==> src/rtl/rua_pkg.sv <==
`timescale 1ns / 1ps
// ----------------------------------------------------------------------------
// rua_pkg
// Shared types and constants for the rectangle union area sweep unit.
// ----------------------------------------------------------------------------
package rua_pkg;

    localparam int X_W    = 15;
    localparam int Y_W    = 16;
    localparam int CNT_W  = 16;
    localparam int AREA_W = 31;
    localparam int LEN_W  = 16;

    localparam logic [AREA_W-1:0] AREA_MAX = {AREA_W{1'b1}};
    localparam logic [CNT_W-1:0]  CNT_INC  = CNT_W'(1);
    localparam logic [CNT_W-1:0]  CNT_DEC  = {CNT_W{1'b1}};

    // Commands from the sequencer to the datapath.
    typedef struct packed {
        logic clr_write;
        logic load_in;
        logic mul;
        logic add_area;
        logic push_root;
        logic descend;
        logic ret_right;
        logic pop;
        logic cnt_capture;
        logic cnt_apply;
        logic fix_const;
        logic span_l_read;
        logic span_r_read;
        logic span_sum;
        logic out_load;
    } dp_cmd_t;

    // Status from the datapath to the sequencer.
    typedef struct packed {
        logic clear_done;
        logic in_order_err;
        logic nonempty;
        logic outside;
        logic full_cover;
        logic sp_zero;
        logic parent_right_done;
        logic cnt_nonzero;
        logic is_leaf;
        logic out_busy;
    } dp_status_t;

endpackage

==> src/rtl/rua_ctrl.sv <==
`timescale 1ns / 1ps
// ----------------------------------------------------------------------------
// rua_ctrl
// Sequencer: clearing pass, area update and segment tree walk.
// ----------------------------------------------------------------------------
module rua_ctrl (
    input  logic                aclk,
    input  logic                aresetn,
    input  logic                s_valid,
    output logic                s_ready,
    input  rua_pkg::dp_status_t status,
    output rua_pkg::dp_cmd_t    cmd
);

    typedef enum logic [3:0] {
        ST_CLEAR,
        ST_IDLE,
        ST_MUL,
        ST_ADD,
        ST_VISIT,
        ST_CREQ,
        ST_CGOT,
        ST_FIX,
        ST_RREQ,
        ST_SUM,
        ST_RET,
        ST_DONE
    } state_t;

    state_t state_reg, state_next;
    logic   full_reg, full_next;

    always_comb begin
        state_next = state_reg;
        full_next  = full_reg;
        cmd        = '0;
        case (state_reg)
            ST_CLEAR: begin
                cmd.clr_write = 1'b1;
                if (status.clear_done) begin
                    state_next = ST_IDLE;
                end
            end
            ST_IDLE: begin
                if (s_valid) begin
                    cmd.load_in = 1'b1;
                    state_next  = status.in_order_err ? ST_DONE : ST_MUL;
                end
            end
            ST_MUL: begin
                cmd.mul    = 1'b1;
                state_next = ST_ADD;
            end
            ST_ADD: begin
                cmd.add_area = 1'b1;
                if (status.nonempty) begin
                    cmd.push_root = 1'b1;
                    state_next    = ST_VISIT;
                end else begin
                    state_next = ST_DONE;
                end
            end
            ST_VISIT: begin
                if (status.outside) begin
                    state_next = ST_RET;
                end else if (status.full_cover) begin
                    full_next  = 1'b1;
                    state_next = ST_CREQ;
                end else begin
                    cmd.descend = 1'b1;
                end
            end
            ST_CREQ: begin
                state_next = ST_CGOT;
            end
            ST_CGOT: begin
                cmd.cnt_capture = 1'b1;
                cmd.cnt_apply   = full_reg;
                state_next      = ST_FIX;
            end
            ST_FIX: begin
                if (status.cnt_nonzero || status.is_leaf) begin
                    cmd.fix_const = 1'b1;
                    state_next    = ST_RET;
                end else begin
                    cmd.span_l_read = 1'b1;
                    state_next      = ST_RREQ;
                end
            end
            ST_RREQ: begin
                cmd.span_r_read = 1'b1;
                state_next      = ST_SUM;
            end
            ST_SUM: begin
                cmd.span_sum = 1'b1;
                state_next   = ST_RET;
            end
            ST_RET: begin
                if (status.sp_zero) begin
                    state_next = ST_DONE;
                end else if (!status.parent_right_done) begin
                    cmd.ret_right = 1'b1;
                    state_next    = ST_VISIT;
                end else begin
                    // Both children are finished, so the parent is refreshed next.
                    cmd.pop    = 1'b1;
                    full_next  = 1'b0;
                    state_next = ST_CREQ;
                end
            end
            ST_DONE: begin
                if (!status.out_busy) begin
                    cmd.out_load = 1'b1;
                    state_next   = ST_IDLE;
                end
            end
            default: begin
                state_next = ST_IDLE;
            end
        endcase
    end

    always_ff @(posedge aclk) begin
        if (!aresetn) begin
            state_reg <= ST_CLEAR;
            full_reg  <= 1'b0;
        end else begin
            state_reg <= state_next;
            full_reg  <= full_next;
        end
    end

    assign s_ready = state_reg == ST_IDLE;

endmodule

==> config.mk <==
export PLATFORM = sky130hd
export DESIGN_NAME = rua_ctrl
export DESIGN_NICKNAME = d
export VERILOG_FILES = /design/src/rtl/rua_pkg.sv /design/src/rtl/rua_ctrl.sv
export SDC_FILE = /design/constraint.sdc
export NUM_CORES = 1
export LEC_CHECK = 0
export ABC_AREA = 1
export BUFFER_PORTS_ARGS = -buffer_cell sky130_fd_sc_hd__buf_4
export CORE_AREA = 4 4 41 43
export DETAILED_ROUTE_END_ITERATION = 10
export DIE_AREA = 0 0 45 47
export GPL_TIMING_DRIVEN = 0
export PLACE_DENSITY = 0.74
export SETUP_SLACK_MARGIN = 0.3
export SYNTH_ARGS = -nofsm -noshare
export SYNTH_HDL_FRONTEND = slang
export SYNTH_SLANG_ARGS = --single-unit
==> constraint.sdc <==
create_clock -name aclk -period 3.1 [get_ports aclk]
set_input_delay 0.465 -clock aclk [delete_from_list [all_inputs] [get_ports aclk]]
set_output_delay 0.465 -clock aclk [all_outputs]
set_load 0.005 [all_outputs]
==> metrics, run 1 <==
design area 798 sq um; Clk pin slew, worst setup/hold paths 0.04 ns; antenna violation net count after detailed routing 0; Post-CTS Hold Fix Bufs 0; Die Span X 45 um; R2R cell count 7; hold endpoint state_reg[0]$_SDFFE_PN0P_; final wirelength 1490 um; largest net degree at the start of global routing 8; r2r setup slk 1.78 ns; Synth async-reset ratio 0; Seq/Total Area, Yosys 0.184; initial antenna violation count 0; Syn Inst Count 99; clk sink count 5; Post-Syn Area 543 sq um; routed len/inst 10.2 um; dpl hpwl 1270 um; layout cells sized above 1 0.366; Required @ worst endpoint 2.63 ns; Layout Skew 0.000251 ns; clock network latency to the later pin of the worst-skew pair 0.24 ns; TritonCTS clock tree yes; final setup fails 0; Initial DRC Count 12; Cell Chain, Critical Path inv_1 > nor2_1 > nand3_1 > nor2_1 > buf_4; Max Cap Viol 0; critical path arrival 1.45 ns; Post-DP Area 772 sq um; Core Util, Final 0.613; Crit path top cell by count nor2_1; Worst VDD drop 0.000603 V; die area 2120 sq um; Crit Path Max Fanout 5; Yosys cell types 18; CP Capture Type primary output; max reg flops 4; crit-path max cell delay 0.38 ns; hold crit path type primary input to register; via count 679; top cell type's share of synthesized area 0.184; Slew Limit Fails 0; hold-critical path depth 3; setup bufs post-CTS 0; CP max-delay cell dfxtp_1; die height 47 um; Worst Setup Path Type register to primary output; syn nets 112; IO Pins 29; Synth top cells by count 21 x inv_1, 19 x nor2_1, 18 x nand2_1; first-pass GRT wire length 2490 um; Post-synth EDFFs 0; gr usage total 0.160; DRC Markers 0; worst path bufs/invs 2; Cell Rows 13; cts repair resizes 0; Worst setup SP type register; CP top delay family simple AND/OR/NAND/NOR gates; nets 145; Fin Hold WS 0.496 ns; synth top area cells dfxtp_1 18%, inv_1 15%, nor2_1 13%; Clock Tree Root clkbuf_4; filler instances 143; ANT cells 0; pwr/cell area 666 nW/um^2; H-tree levels 1; Slew HR 0.788; gpl congestion 0.818; Clock Tree Buf Depth 2; worst slew pin tran 0.317 ns; yosys synthesis warning count 0; Fmax achieved 523 MHz; First-pass DRT Iterations 5; RSZ-0062 raised after global routing no; Worst R2R End state_reg[3]$_SDFFE_PN0P_; status finished clean; vias in the first global route 647; final critical-path share of the clock period 0.617; Hold Fails Final Rpt 0; count leader, synth inv_1; area leader, netlist dfxtp_1; origin of the critical flop-to-flop path state_reg[3]$_SDFFE_PN0P_; Main synth FF type dfxtp_1; Syn Area/Cell 5.49 sq um; setup TNS 0 ns; Hold Startpoint aresetn; core area 1300 sq um; final worst path period need 1.91 ns; Leak Pwr 0.000488 uW; Port Buf Inserts 28; area delta synth->final 47.0%; vias per std cell 4.65; TritonCTS buffer count 3; number of synthesized register bits 5; total congestion overflow 0; starting density of the core 0.417
-- layout by cell type (no fill, tap or decap), drive strengths merged --
cell and instances:
nor3 4, and3 1, nor2 25, nand3 9, a21oi 4, a31oi 1, or2 1, buf 28
nand2 21, inv 24, dfxtp 5, clkbuf 4, o21ai 4
-- worst max-delay path by stage --
stage	cells after the start	slack, ns	startpoint	to
after CTS	5	1.19	state_reg[1]$_SDFFE_PN0P_	cmd[7]
after floorplan	4	1.71	state_reg[3]$_SDFFE_PN0P_	cmd[7]
after global placement	5	1.46	state_reg[1]$_SDFFE_PN0P_	cmd[7]
final	5	1.19	state_reg[1]$_SDFFE_PN0P_	cmd[7]
after global routing	5	1.06	state_reg[1]$_SDFFE_PN0P_	cmd[7]
after detailed placement	5	1.45	state_reg[1]$_SDFFE_PN0P_	cmd[7]
-- worst register-to-register path, delay by kind of cell, from the launching register on --
family | cells | cell delay, ns
AND/OR/NAND/NOR | 6 | 0.70
flip-flops | 1 | 0.39
AO/OA/AOI/OAI | 1 | 0.15
-- kinds of logic after synthesis --
kind of cell           after synthesis  synth area share
AOI/OAI and AO/OA                    9            0.0922
buffers and inverters               24             0.166
DFF                                  5             0.184
and+or+nand+nor                     61             0.558
-- per-layer routing --
metal,part of all wire,routed length (um),global-route usage,vias to the layer above
met3,0.056,84,0.0230,4
met2,0.51,763,0.280,18
met1,0.42,624,0.189,291
met5,0,0,0,-
li1,-,-,-,366
met4,0.015,22,0.0877,0
-- where the power goes --
part	internal [uW]	switching, uW
Clock	48.7	27.2
Combinational	140	208
Sequential	82.3	25.0
-- cell type report --
cell class / instances / area (sq um) / share of cell area
inverter: 24 / 90.1 / 0.113
tap: 15 / 18.8 / 0.0235
timing repair buffer: 28 / 210 / 0.263
multi-input combinational: 70 / 353 / 0.442
sequential: 5 / 100 / 0.125
clock buffer: 4 / 26.3 / 0.0329
-- per-stage QoR --
step           std cells  worst slack [ns]  total power, uW
4_1_cts              146              1.19              532
3_3_place_gp         142              1.46              445
3_5_place_dp         142              1.45              453
2_1_floorplan         99              1.71              336
6_report             146              1.19              532
5_1_grt              146              1.06              585
Note: power is estimated with default switching activity, not from simulation.
==> run 2: changes to the inputs <==
- clock period: 3.1 -> 1.9 ns (I/O delays scaled with it)
==> metrics, run 2 (synthesis gave the netlist of run 1 again) <==
status finished clean; Worst Setup Path Type register to primary output; Initial DRC Count 10 (-2); clk sink count 5 (unchanged); dpl hpwl 1270 um (unchanged); initial antenna violation count 0 (unchanged); most frequent cells in the layout 28 x buf_4, 20 x inv_1, 17 x nor2_1, 17 x nand2_1, 6 x nand3_1; Crit path top cell by count nor2_2; TritonCTS clock tree yes; nets 145 (unchanged); Fmax achieved 632 MHz; ANT cells 0 (unchanged); area delta synth->final 50.7%; commonest non-fill, non-tap cell in the layout buf_4; via count 703 (+3.5%); hold crit path type primary input to register; die height 47 um (unchanged); max reg flops 4 (unchanged); Slew HR 0.826 (+0.0384); core area 1300 sq um (unchanged); final setup fails 0 (unchanged); gr usage total 0.162 (+0.00158); largest net degree at the start of global routing 8 (unchanged); die area 2120 sq um (unchanged); IO Pins 29 (unchanged); Required @ worst endpoint 1.62 ns (-1.01 ns); final wirelength 1520 um (+1.9%); Leak Pwr 0.000489 uW (about the same); Net Sw Frac 0.491 (+0.00137); Port Buf Inserts 28 (unchanged); RSZ-0062 raised after global routing yes; Max Cap Viol 0 (unchanged); filler instances 134 (-6.3%); CP top delay family simple AND/OR/NAND/NOR gates; antenna violation net count after detailed routing 0 (unchanged); TritonCTS buffer count 3 (unchanged); Cell Rows 13 (unchanged); Clk pin slew, worst setup/hold paths 0.04 ns (about the same); routed len/inst 10.4 um (+1.9%); cts repair resizes 4 (+4); Cell Chain, Critical Path inv_1 > nor2_2 > nand3_2 > nor2_2 > buf_4; Clock Tree Root clkbuf_4; Post-CTS Hold Fix Bufs 0 (unchanged); CP max-delay cell dfxtp_1; pwr/cell area 1080 nW/um^2 (+63%); vias in the first global route 651 (+0.62%); final critical-path share of the clock period 0.833; Tot Pwr 886 uW (+67%); Die Span X 45 um (unchanged); Hold Fails Final Rpt 0 (unchanged); clock network latency to the later pin of the worst-skew pair 0.24 ns (about the same); Switch Pwr 435 uW (+67%); FF+latch area 103 sq um (+2.5%); crit-path max cell delay 0.39 ns (about the same); clock network power share 0.138 (-0.005); critical path arrival 1.30 ns (-0.15 ns); Worst VDD drop 0.000988 V (+64%); Gate power share 0.655 (about the same); Clock Tree Buf Depth 2 (unchanged); vias per std cell 4.82 (+3.5%); first-pass GRT wire length 2520 um (+1.1%); H-tree levels 1 (unchanged); CP Capture Type primary output; First-pass DRT Iterations 4 (-1); Crit Path Max Fanout 5 (unchanged); total congestion overflow 0 (unchanged); area of the multi-input gates 370 sq um (+5.0%); worst slew pin tran 0.260 ns (-0.0567 ns); DRC Markers 0 (unchanged); sequential power share 0.207 (+0.005); Layout Skew 0.000249 ns (-0.00000200 ns); final worst path period need 1.58 ns; Int Pwr 451 uW (+66%); setup bufs post-CTS 0 (unchanged); starting density of the core 0.417 (unchanged); Worst setup SP type register; setup TNS 0 ns (unchanged); gpl congestion 0.818 (unchanged); worst path bufs/invs 2 (unchanged); layout cells sized above 1 0.420 (+0.0534); Slew Limit Fails 0 (unchanged)
[run 2: metrics by stage]
step	instances	worst slack, ns	util	instance area, sq um	hold slack (ns)
2_1_floorplan	99	0.692	-	543	0.429
6_report	146	0.318	0.629	818	0.317
5_1_grt	146	0.234	0.629	818	0.331
3_5_place_dp	142	0.431	0.593	772	0.519
4_1_cts	146	0.313	0.622	810	0.316
3_3_place_gp	142	0.443	0.593	772	0.514
[run 2: path summary, 6_finish.rpt]
| kind | cells after the start | slack, ns | end | from |
|---|---|---|---|---|
| setup / recovery | 5 | 0.32 | cmd[7] | state_reg[1]$_SDFFE_PN0P_ |
| hold reg to reg | 2 | 0.52 | full_reg$_SDFFE_PN0P_ | full_reg$_SDFFE_PN0P_ |
| setup reg to reg | 7 | 0.61 | state_reg[3]$_SDFFE_PN0P_ | state_reg[0]$_SDFFE_PN0P_ |
| hold / removal | 3 | 0.32 | state_reg[0]$_SDFFE_PN0P_ | aresetn |
[run 2: power groups by stage]
| stage | registers [uW] | clock network [uW] | logic, uW |
|---|---|---|---|
| after floorplan | 168 | 0 | 381 |
| after detailed placement | 177 | 0 | 562 |
| after global routing | 186 | 128 | 662 |
| final | 183 | 122 | 580 |
| after CTS | 179 | 125 | 574 |
| after global placement | 176 | 0 | 550 |
[run 2: worst reg2reg max path, delay by kind of cell (launching register included)]
kind,cells,cell delay (ns)
AO/OA/AOI/OAI,2,0.33
buffers and inverters,1,0.11
flip-flops,1,0.34
AND/OR/NAND/NOR,4,0.43
[run 2: metal layers]
metal / wire length, um / vias to the layer above / track usage
met3: 96 / 4 / 0.0230
met1: 601 / 311 / 0.191
met4: 24 / 0 / 0.0877
met2: 800 / 20 / 0.282
met5: 0 / - / 0
li1: - / 368 / -
[run 2: cell type report]
class | count | area share
inverters | 24 | 0.110
multi-input cells | 70 | 0.453
clock buffers | 4 | 0.0321
well taps | 15 | 0.0229
flip-flops and latches | 5 | 0.125
repair buffers | 28 | 0.257
==> run 3: changes to the inputs <==
- CORE_AREA: 4 4 41 43 -> default
- CORE_MARGIN: default -> 4
- CORE_UTILIZATION: default -> 38
- DIE_AREA: 0 0 45 47 -> default
- PLACE_DENSITY: 0.74 -> 0.72
- clock period: 1.9 -> 1.4 ns (I/O delays scaled with it)
==> metrics, run 3 (synthesis gave the netlist of run 1 again) <==
status complete, but fails checks; failing checks negative setup slack; Slew HR 0.773 (-0.0535); origin of the critical flop-to-flop path state_reg[1]$_SDFFE_PN0P_; R2R cell count 9 (+2); Core Util, Final 0.939 (+0.310); commonest non-fill, non-tap cell in the layout buf_4; initial antenna violation count 0 (unchanged); core area 1320 sq um (+1.2%); clock network latency to the later pin of the worst-skew pair 0.26 ns (+0.02 ns); vias in the first global route 819 (+26%); Max Cap Viol 0 (unchanged); total congestion overflow 0 (unchanged); Port Buf Inserts 28 (unchanged); max reg flops 4 (unchanged); r2r setup slk -0.19 ns (-0.80 ns); gpl congestion 0.844 (+3.2%); fin worst setup slack -0.187 ns (-0.505 ns); Cell Rows 13 (unchanged); largest net degree at the start of global routing 8 (unchanged); final worst path period need 1.59 ns; Leak Pwr 0.000638 uW (+30%); ANT cells 0 (unchanged); most frequent cells in the layout 36 x buf_4, 14 x buf_6, 11 x nor2_4, 11 x inv_1; starting density of the core 0.412 (-0.00515); Int Pwr 1110 uW (+150%); crit path capture state_reg[0]$_SDFFE_PN0P_; Post-CTS Hold Fix Bufs 0 (unchanged); Switch Pwr 1050 uW (+140%); setup TNS -0.596 ns (-0.596 ns); area delta synth->final 128%; Fmax achieved 630 MHz; Crit Path Max Fanout 4 (-1); DRC Markers 0 (unchanged); Gate power share 0.770 (+0.115); Layout Skew 0.00953 ns (+0.00929 ns); Fin Hold WS 0.249 ns (-0.0686 ns); critical path arrival 1.73 ns (+0.43 ns); CP Capture Type register; RSZ-0062 raised after global routing yes; TritonCTS clock tree yes; antenna violation net count after detailed routing 0 (unchanged); Clock Tree Root clkbuf_4; layout cells sized above 1 0.721 (+0.301); worst slew pin tran 0.337 ns (+0.0769 ns); Clock Tree Buf Depth 2 (unchanged); crit path from state_reg[1]$_SDFFE_PN0P_; Hold Startpoint aresetn; placed cells 142 (unchanged); vias per std cell 5.27 (+9.5%); Tot Pwr 2160 uW (+140%); TritonCTS buffer count 3 (unchanged); dpl hpwl 1290 um (+1.5%); Required @ worst endpoint 1.54 ns (-0.08 ns); first-pass GRT wire length 3630 um (+44%); Worst R2R End state_reg[0]$_SDFFE_PN0P_; clock network power share 0.088 (-0.050); Slew Limit Fails 0 (unchanged); Worst setup SP type register; gr usage total 0.244 (+0.0824); Net Sw Frac 0.488 (-0.00289); IO Pins 29 (unchanged); Worst Setup Path Type register to register; non-filler instance count after layout 169 (+16%); sequential power share 0.142 (-0.065); Clk pin slew, worst setup/hold paths 0.05 ns (about the same); hold crit path type primary input to register; nets 168 (+16%); Initial DRC Count 16 (+6); First-pass DRT Iterations 4 (unchanged); die area 2100 sq um (-0.82%); via count 891 (+27%); Hold Fails Final Rpt 0 (unchanged); clk sink count 5 (unchanged); H-tree levels 1 (unchanged); pwr/cell area 1750 nW/um^2 (+61%); die height 45.8 um (-2.6%); Die Span X 45.8 um (+1.8%); routed len/inst 16.6 um (+60%); final setup fails 11 (+11); final wirelength 2810 um (+85%); Worst VDD drop 0.00134 V (+36%); final critical-path share of the clock period 1.13
## run 3: cell types whose count changed in the layout (fill, tap and decap cells not counted), moves of 5 or more
cell,before,now
inv_4,0,5
buf_4,28,36
nor2_1,17,10
nand2_1,17,10
nor2_4,4,11
buf_6,0,14
inv_1,20,11
## run 3: metrics by stage
step | worst slack (ns) | area, sq um
floorplan | 0.309 | 553
global placement | 0.0787 | 782
detailed placement | 0.0655 | 782
CTS | -0.00505 | 1110
global route | -0.250 | 1240
finish | -0.187 | 1240
## run 3: how the worst min path moves through the flow
stage	cells after the start	endpoint
after CTS	3	state_reg[0]$_SDFFE_PN0P_
after detailed placement	3	state_reg[0]$_SDFFE_PN0P_
final	3	state_reg[0]$_SDFFE_PN0P_
after floorplan	2	state_reg[0]$_SDFFE_PN0P_
after global placement	2	full_reg$_SDFFE_PN0P_
after global routing	3	full_reg$_SDFFE_PN0P_
## run 3: layout make-up
class / count / area (sq um)
Multi-Input combinational cell: 70 / 527
Timing Repair Buffer: 51 / 448
Tap cell: 15 / 18.8
Sequential cell: 5 / 115
Inverter: 24 / 103
Fill cell: 42 / 80.1
Clock buffer: 4 / 26.3
## run 3: what timing repair did
| item | in CTS | in global routing |
|---|---|---|
| buffers inserted | 16 | 7 |
| pin swaps | 16 | 16 |
| gates resized for setup | 57 | 20 |
| hold endpoints to repair | 0 | 0 |
| gates cloned | 0 | 0 |
| setup endpoints to repair | 21 | 21 |
## run 3: power by group through the flow
stage	Sequential, uW	Clock [uW]	Combinational [uW]
after floorplan	234	0	521
after global placement	240	0	760
after detailed placement	241	0	768
after CTS	298	184	1360
after global routing	314	205	1760
final	307	191	1660
## run 3: per-layer routing
metal | GRT usage | part of all wire
met3 | 0.0751 | 0.058
met5 | 0 | 0
met2 | 0.421 | 0.52
met1 | 0.303 | 0.40
met4 | 0.0341 | 0.020
## run 3: critical path, stage by stage (launching register included)
cell and delay, ns:
dfxtp_4 0.37, nand2_4 0.10, inv_4 0.05, buf_4 0.14, o21ai_0 0.29, nand2_1 0.11, inv_1 0.09, nand2_1 0.09
nor2_1 0.16, nor2_1 0.07
